File: config.mk
export PLATFORM = sky130hd
export DESIGN_NAME = qvr_trig
export DESIGN_NICKNAME = d
export VERILOG_FILES = /design/src/sv/qvr_pkg.sv /design/src/sv/qvr_trig.sv
export SDC_FILE = /design/constraint.sdc
export NUM_CORES = 2
export LEC_CHECK = 0
export BUFFER_PORTS_ARGS = -buffer_cell sky130_fd_sc_hd__buf_2
export CAP_MARGIN = 25
export CORE_ASPECT_RATIO = 0.5
export CORE_MARGIN = 2
export CORE_UTILIZATION = 30
export DETAILED_ROUTE_END_ITERATION = 8
export GPL_TIMING_DRIVEN = 0
export SYNTH_ARGS = -nofsm -noshare
export SYNTH_HDL_FRONTEND = slang
export SYNTH_SLANG_ARGS = --single-unit
File: constraint.sdc
create_clock -name clk -period 36.5 [get_ports clk]
set_clock_uncertainty 0.15 [all_clocks]
set_input_delay 1.825 -clock clk [delete_from_list [all_inputs] [get_ports clk]]
set_output_delay 1.825 -clock clk [all_outputs]
set_load 0.005 [all_outputs]
File: src/sv/qvr_pkg.sv
// Shared types and constants for the quaternion vector rotate unit.
// Holds the quaternion struct, register indexes and the CORDIC arctangent table.
// No dependencies.
`default_nettype none

package qvr_pkg;

  localparam int QW         = 18;
  localparam int AXIS_W     = 16;
  localparam int ANGLE_W    = 16;
  localparam int CFG_IDX_W  = 8;
  localparam int CFG_DATA_W = 16;
  localparam int CW         = 34;
  localparam int ATAN_IDX_W = 5;
  localparam int FRAC       = 14;
  localparam int RND_HALF   = 8192;

  localparam logic signed [CW-1:0] CORDIC_GAIN  = 34'sd652032874;
  localparam logic signed [CW-1:0] QUARTER_TURN = 34'sd1073741824;
  localparam logic signed [CW-1:0] HALF_TURN    = 34'sd2147483648;
  localparam logic signed [CW-1:0] TRIG_HALF    = 34'sd32768;

  localparam logic [CFG_IDX_W-1:0] REG_AXIS_X = 8'd0;
  localparam logic [CFG_IDX_W-1:0] REG_AXIS_Y = 8'd1;
  localparam logic [CFG_IDX_W-1:0] REG_AXIS_Z = 8'd2;
  localparam logic [CFG_IDX_W-1:0] REG_ANGLE  = 8'd3;

  typedef struct packed {
    logic signed [QW-1:0] a;
    logic signed [QW-1:0] b;
    logic signed [QW-1:0] c;
    logic signed [QW-1:0] d;
  } qvr_quat_t;

  function automatic logic [31:0] atan_at(input logic [ATAN_IDX_W-1:0] i);
    logic [31:0] v;
    v = 32'h0;
    case (i)
      5'd0:    v = 32'h20000000;
      5'd1:    v = 32'h12E4051E;
      5'd2:    v = 32'h09FB385B;
      5'd3:    v = 32'h051111D4;
      5'd4:    v = 32'h028B0D43;
      5'd5:    v = 32'h0145D7E1;
      5'd6:    v = 32'h00A2F61E;
      5'd7:    v = 32'h00517C55;
      5'd8:    v = 32'h0028BE53;
      5'd9:    v = 32'h00145F2F;
      5'd10:   v = 32'h000A2F98;
      5'd11:   v = 32'h000517CC;
      5'd12:   v = 32'h00028BE6;
      5'd13:   v = 32'h000145F3;
      5'd14:   v = 32'h0000A2FA;
      5'd15:   v = 32'h0000517D;
      5'd16:   v = 32'h000028BE;
      5'd17:   v = 32'h0000145F;
      5'd18:   v = 32'h00000A30;
      5'd19:   v = 32'h00000518;
      5'd20:   v = 32'h0000028C;
      5'd21:   v = 32'h00000146;
      5'd22:   v = 32'h000000A3;
      5'd23:   v = 32'h00000051;
      default: v = 32'h0;
    endcase
    return v;
  endfunction

endpackage

`default_nettype wire

File: src/sv/qvr_trig.sv
// Configuration registers and rotation quaternion generator.
// Iterative CORDIC, one step a cycle, then scales sin by the axis.
// Depends on qvr_pkg.
`default_nettype none

module qvr_trig #(
  parameter int TRIG_ITERATIONS = 16
) (
  input  wire logic                             clk,
  input  wire logic                             rst,
  input  wire logic                             cfg_we,
  input  wire logic [qvr_pkg::CFG_IDX_W-1:0]    cfg_index,
  input  wire logic [qvr_pkg::CFG_DATA_W-1:0]   cfg_data,
  output qvr_pkg::qvr_quat_t                    quat,
  output logic                                  quat_ready
);

  localparam int IW  = (TRIG_ITERATIONS > 1) ? $clog2(TRIG_ITERATIONS) : 1;
  localparam int CW  = qvr_pkg::CW;
  localparam int QW  = qvr_pkg::QW;
  localparam int SW  = QW + qvr_pkg::AXIS_W;

  typedef enum logic [2:0] {T_LOAD, T_RUN, T_ROUND, T_SCALE, T_DONE} trig_state_t;

  trig_state_t state;
  logic signed [qvr_pkg::AXIS_W-1:0] axis_x, axis_y, axis_z;
  logic [qvr_pkg::ANGLE_W-1:0]       angle;
  logic signed [CW-1:0]              x, y, z;
  logic                              flip;
  logic [IW-1:0]                     iter;
  logic signed [QW-1:0]              cos_h, sin_h;

  logic signed [CW-1:0] phase, atan_v, x_neg, y_neg, x_rnd, y_rnd;
  logic signed [SW-1:0] sx, sy, sz;

  always_comb begin
    phase  = CW'({angle, 15'b0});
    atan_v = CW'(qvr_pkg::atan_at(qvr_pkg::ATAN_IDX_W'(iter)));
    x_neg  = flip ? -x : x;
    y_neg  = flip ? -y : y;
    x_rnd  = (x_neg + qvr_pkg::TRIG_HALF) >>> 16;
    y_rnd  = (y_neg + qvr_pkg::TRIG_HALF) >>> 16;
    sx     = (SW'(sin_h) * SW'(axis_x) + SW'(qvr_pkg::RND_HALF)) >>> qvr_pkg::FRAC;
    sy     = (SW'(sin_h) * SW'(axis_y) + SW'(qvr_pkg::RND_HALF)) >>> qvr_pkg::FRAC;
    sz     = (SW'(sin_h) * SW'(axis_z) + SW'(qvr_pkg::RND_HALF)) >>> qvr_pkg::FRAC;
  end

  always_ff @(posedge clk) begin
    if (rst) begin
      state  <= T_LOAD;
      axis_x <= 16'sd16384;
      axis_y <= '0;
      axis_z <= '0;
      angle  <= '0;
      iter   <= '0;
      flip   <= 1'b0;
    end else if (cfg_we) begin
      state <= T_LOAD;
      unique case (cfg_index)
        qvr_pkg::REG_AXIS_X: axis_x <= cfg_data;
        qvr_pkg::REG_AXIS_Y: axis_y <= cfg_data;
        qvr_pkg::REG_AXIS_Z: axis_z <= cfg_data;
        qvr_pkg::REG_ANGLE:  angle  <= cfg_data;
        default: ;
      endcase
    end else begin
      unique case (state)
        T_LOAD: begin
          x    <= qvr_pkg::CORDIC_GAIN;
          y    <= '0;
          iter <= '0;
          if (phase > qvr_pkg::QUARTER_TURN) begin
            z    <= phase - qvr_pkg::HALF_TURN;
            flip <= 1'b1;
          end else begin
            z    <= phase;
            flip <= 1'b0;
          end
          state <= T_RUN;
        end
        T_RUN: begin
          if (!z[CW-1]) begin
            x <= x - (y >>> iter);
            y <= y + (x >>> iter);
            z <= z - atan_v;
          end else begin
            x <= x + (y >>> iter);
            y <= y - (x >>> iter);
            z <= z + atan_v;
          end
          iter <= iter + 1'b1;
          if (iter == IW'(TRIG_ITERATIONS - 1)) state <= T_ROUND;
        end
        T_ROUND: begin
          cos_h <= x_rnd[QW-1:0];
          sin_h <= y_rnd[QW-1:0];
          state <= T_SCALE;
        end
        T_SCALE: begin
          quat.a <= cos_h;
          quat.b <= sx[QW-1:0];
          quat.c <= sy[QW-1:0];
          quat.d <= sz[QW-1:0];
          state  <= T_DONE;
        end
        T_DONE: ;
        default: state <= T_LOAD;
      endcase
    end
  end

  assign quat_ready = (state == T_DONE);

endmodule

`default_nettype wire

After elaboration in Yosys (flattened, before gate mapping)
Memory sizes are Yosys's and may differ from the RTL's. A register that Yosys moved wholly into a read port is not among the register bits.
Index checks and enable logic that the tools add are counted.
Widths: inputs -> output; s select.
{"block": "word_totals", "reg_bits": 282, "romBits": 480, "input_bits": 27, "wordCells": 79, "memories": 1}
{"block": "classes", "addsub": 15, "multipliers": 3, "magnitude_cmp": 1, "eq_ne": 9, "shifts": 2, "mux": 15, "bitwise_logic": 3, "n_reduce_logical": 14}
{"name": "(no name shown)", "depth": 16, "width": 30, "rd": 1, "rd_clocked_by_memory_dff": 1, "wr": 0, "line": "qvr_pkg.sv:38", "rtl": "case (i)"}
{"operator": "$mux 34", "count": 6}
{"operator": "$pmux 34 s2", "count": 3}
{"operator": "$add 32x15->32 const B", "count": 3}
{"operator": "$mul 18x16->32", "count": 3}
{"operator": "$add 34x17->34 const B", "count": 2}
{"operator": "$add 34x34->34", "count": 2}
{"operator": "$neg 34->34", "count": 2}
{"operator": "$sshr 34x4->34", "count": 2}
{"operator": "$sub 34x34->34", "count": 2}
{"operator": "$add 34x33->34", "count": 1}
{"operator": "$sub 34x33->34", "count": 1}
{"operator": "$sub 31x32->33 const B", "count": 1}
{"operator": "$gt 31x31->1 const B", "count": 1}
{"operator": "$eq 8x2->1 const B", "count": 2}
{"operator": "$pmux 3 s5", "count": 1}
{"operator": "$reduce_and 2->1", "count": 7}
{"operator": "$reduce_and 3->1", "count": 3}
{"operator": "$eq 8x1->1 const B", "count": 1}
{"operator": "$logic_not 8->1", "count": 1}
{"operator": "$mux 4", "count": 2}
{"operator": "$pmux 4 s2", "count": 1}
{"operator": "$eq 3x2->1 const B", "count": 2}
{"operator": "$add 4x1->4 const B", "count": 1}
{"operator": "$eq 4x4->1 const B", "count": 1}
{"operator": "9 further kinds", "count": 11}

Longest topological paths before layout
{"block": "logic_depth", "ltp_word": 5, "mapped_depth": 26, "ltp_nobuf": 24}

Worst setup path before layout
No wires, ideal clock.
{"block": "synth_timing", "path_type": "input-to-reg", "startpoint": "input port rst", "endpoint": "register x[0] (enable)", "setup_ns": 0.814, "arrival_ns": 11.882, "required_ns": 35.536, "slack_ns": 23.654, "path_stages": 3, "path_cell_list": "clkbuf_1 -> buf_1 -> nor4_1"}
{"block": "synth_between", "elab_chain_cells": 2}
{"element": "start, declared", "line": "qvr_trig.sv:10", "rtl": "input wire logic rst,"}
{"element": "$not 1->1 (no line)"}
{"element": "$reduce_and 3->1 (no line)"}
{"element": "end signal, assigned", "line": "qvr_trig.sv:69", "rtl": "x <= qvr_pkg::CORDIC_GAIN;"}
{"element": "end signal, assigned", "line": "qvr_trig.sv:83", "rtl": "x <= x - (y >>> iter);"}
{"element": "end signal, assigned", "line": "qvr_trig.sv:87", "rtl": "x <= x + (y >>> iter);"}
{"element": "end, declared", "line": "qvr_trig.sv:28", "rtl": "logic signed [CW-1:0] x, y, z;"}
Every way passes these cells.
A chain may end at the register's enable or synchronous reset.

Final worst setup path
{"block": "layout_timing", "startpoint": "register iter[3]", "endpoint": "register x[30], data pin"}
{"block": "layout_between", "elab_chain_cells": 4, "word_cells_on_any_way": 5}
{"element": "start, declared", "line": "qvr_trig.sv:30", "rtl": "logic [IW-1:0] iter;"}
{"element": "start signal, assigned", "line": "qvr_trig.sv:91", "rtl": "iter <= iter + 1'b1;"}
{"element": "$sshr 34x4->34 *", "line": "qvr_trig.sv:83, qvr_trig.sv:87"}
{"element": "$sub 34x34->34 or $add 34x34->34 (tied branches)", "line": "qvr_trig.sv:83, qvr_trig.sv:87"}
{"element": "$mux 34 *", "line": "qvr_trig.sv:82", "rtl": "if (!z[CW-1]) begin"}
{"element": "$pmux 34 s2 *", "line": "qvr_trig.sv:67", "rtl": "unique case (state)"}
Mark *: on every way between the ends. The rest lies on a longest branch, timed or not.

==> results.txt <==
clock network fraction of design power -> 39.3%
Initial Utilization -> 30.23%
routability cong. -> 0.9806
min Tclk post-route -> 9164 ps
total clock sinks -> 312
global-route wire length before repair -> 252.4 mm
flop2flop setup slack -> 27340 ps
Synth Register Bits -> 312
switching pwr -> 345.2 µW
I/O pins -> 100
antenna violations before repair -> 17
most frequent cell after synthesis -> inv_1
most common flop cell mapped by yosys -> edfxtp_1
Worst Path Required -> 36690 ps
drt via density -> 5.031
critical path type -> flip-flop to flip-flop
Clock Path Buffers -> 3
Peak supply drop -> 0.03074 mV
P_int -> 730.0 µW
final wirelength -> 163.8 mm
post-route cell area -> 57510 µm²
die area -> 178400 µm²
Detail Route Antenna Nets -> 0
Post-DP Area -> 56010 µm²
Yosys top cell area share -> 31.72%
Routed wire per std cell -> 19.87 µm
P&R area growth vs syn -> 9.660%
Peak Freq -> 109.1 MHz
vias in the first global route -> 42280
worst-path maximum fanout -> 10
Initial DRC Count -> 3832
final setup fails -> 0
R2R depth -> 23
Die X -> 595.3 µm
# port buffers -> 97
Clock transition at path regs -> 60 ps
Fill cells -> 18240
GRT Util Overall -> 18.45%
hold crit path type -> flip-flop to flip-flop
Arr. time, crit path -> 9350 ps
normalized max-slew margin -> 22.30%
CTS root buffer -> clkbuf_16
sequential area share after synthesis -> 15.92%
Rows -> 108
share of layout cells above drive strength 1 -> 5.471%
leak pwr -> 26.05 nW
Max Cap Violations -> 0
Combinational Power Share -> 23.8%
hold_buf cts -> 0
Final period util -> 25.11%
TritonRoute pass-1 iters -> 6
H-tree depth -> 2
DP HPWL -> 131.4 mm
clk_lat worst skew -> 630 ps
Post-CTS Setup Bufs -> 0
post_cts resized -> 0
chip height -> 299.7 µm
Seq pwr share -> 36.8%
CTS tree -> yes
Warnings, synthesis -> 0
Startpoint Class -> flip-flop
Power Dens Cells -> 18.70 nW/µm²
total power -> 1.075 mW
Post-Synthesis Cells -> 5726
DRC -> 0
final setup TNS -> 0 ps
largest net degree at the start of global routing -> 39
worst-margin pin slew -> 1166 ps
Yosys cell types -> 86
Fin. Hold Viols -> 0
Post-synth EDFFs -> 210
DR vias -> 41470
Synth area leader -> fa_1
number of buffers created by CTS -> 40
Critical Path End Type -> flip-flop
syn_nets -> 6930
setup repair after global routing missed its margin -> no
Slew Limit Fails -> 0
WHS Path Cells -> 0
core footprint -> 173500 µm²
Sw Ratio -> 32.10%
nets -> 7094
mapped cell area -> 52450 µm²
Avg Cell Area, Syn -> 9.159 µm²
Synth top cells by count -> inv_1, fa_1, nand2_1, and2_1, ha_1
GR Overflow Total -> 0
asr flop ratio synth -> 0%
ranking of synthesized cells by area -> fa_1, edfxtp_1, ha_1
status -> complete, no violations
## placed cells by master (no fill, tap or decap), types with 44 or more instances in the layout
cell type and n:
xor2_1 134, fa_1 831, ha_1 346, edfxtp_1 210
clkbuf_1 268, dfxtp_1 102, a21oi_1 225, xnor2_1 189
buf_2 110, nor3_1 62, and2_1 412, o21ai_0 148
nand2b_1 54, a21o_1 76, mux4_2 51, mux2i_1 110
nor2_1 331, inv_1 934, nand2_1 674, clkbuf_16 44
## cell type report
type                       count  area [µm²]  area share, %
multi-input combinational   4168       39370          68.45
inverter                     938        3521          6.122
timing repair buffer         122       734.5          1.277
clock inverter                19       206.4         0.3590
tap                         2310        2890          5.026
clock buffer                  55        1195          2.078
sequential                   312        8348          14.52
antenna                       11       27.53        0.04786
buffer                       308        1222          2.126
## worst paths after layout
check / startpoint / endpoint
setup / recovery: iter[3] / x[30]
setup reg to reg: iter[3] / x[30]
hold reg to reg: cos_h[16] / quat[70]
hold / removal: cos_h[16] / quat[70]
## cells by family after synthesis
family                   count (synthesis)  synth area share (%)
AND/OR/NAND/NOR                       1761                 16.14
adder cells (fa/ha/maj)               1177                 39.98
flip-flops                             312                 15.92
multiplexers                           189                 4.912
AO/OA/AOI/OAI                          718                 8.615
XOR/XNOR                               323                 5.394
buffers and inverters                 1246                 9.044
## metrics by stage
step / hold slack, ps / instances / setup WS [ps] / utilization, %
floorplan: 250.3 / 5726 / 23650 / -
global placement: 253.3 / 8133 / 16630 / 32.17
detailed placement: 255.6 / 8152 / 27680 / 32.28
CTS: 269.3 / 8226 / 27650 / 33.09
global route: 272.1 / 8239 / 27040 / 33.14
finish: 267.1 / 8243 / 27340 / 33.15
## critical path, stage by stage (launching register included)
cell and delay (ps):
dfxtp_1 460, clkbuf_1 460, buf_1 610, clkbuf_1 460, clkbuf_1 640, clkbuf_1 610, clkbuf_1 710, nand3_1 180
o31ai_1 210, ha_1 300, nor3b_1 870, and3_1 370, a21oi_1 100, xor2_1 200, ha_1 350, a21o_1 180
a21o_1 200, or3_1 310, a211oi_1 330, nor3_1 120, a211oi_1 590, o21ai_0 230, xnor2_1 170, nor2_1 50
## per-layer routing
| metal | GRT usage, % | vias to the layer above | part of all wire, % |
|---|---|---|---|
| met4 | 9.242 | 0 | 5.5 |
| met3 | 3.322 | 407 | 8.3 |
| met2 | 29.87 | 1736 | 46 |
| li1 | - | 18620 | - |
| met1 | 23.75 | 20710 | 41 |
| met5 | 0 | - | 0 |
## power by group through the flow
stage                     sequential, mW  combinational, mW  clock (mW)
after floorplan                    0.401              0.188           0
after global placement             0.406              0.247           0
after detailed placement           0.403              0.249           0
after CTS                          0.396              0.251       0.434
after global routing               0.397              0.282       0.446
final                              0.396              0.256       0.423
## registers in the layout, summed over array words and instances, names as in the netlist
name    count
cos_h      18
x          34
sin_h      18
axis_y     16
axis_z     16
iter        4
z          34
axis_x     16
flip        1
state       3
quat       72
atan_v     30
angle      16
y          34
(Power assumes the default switching activity.)
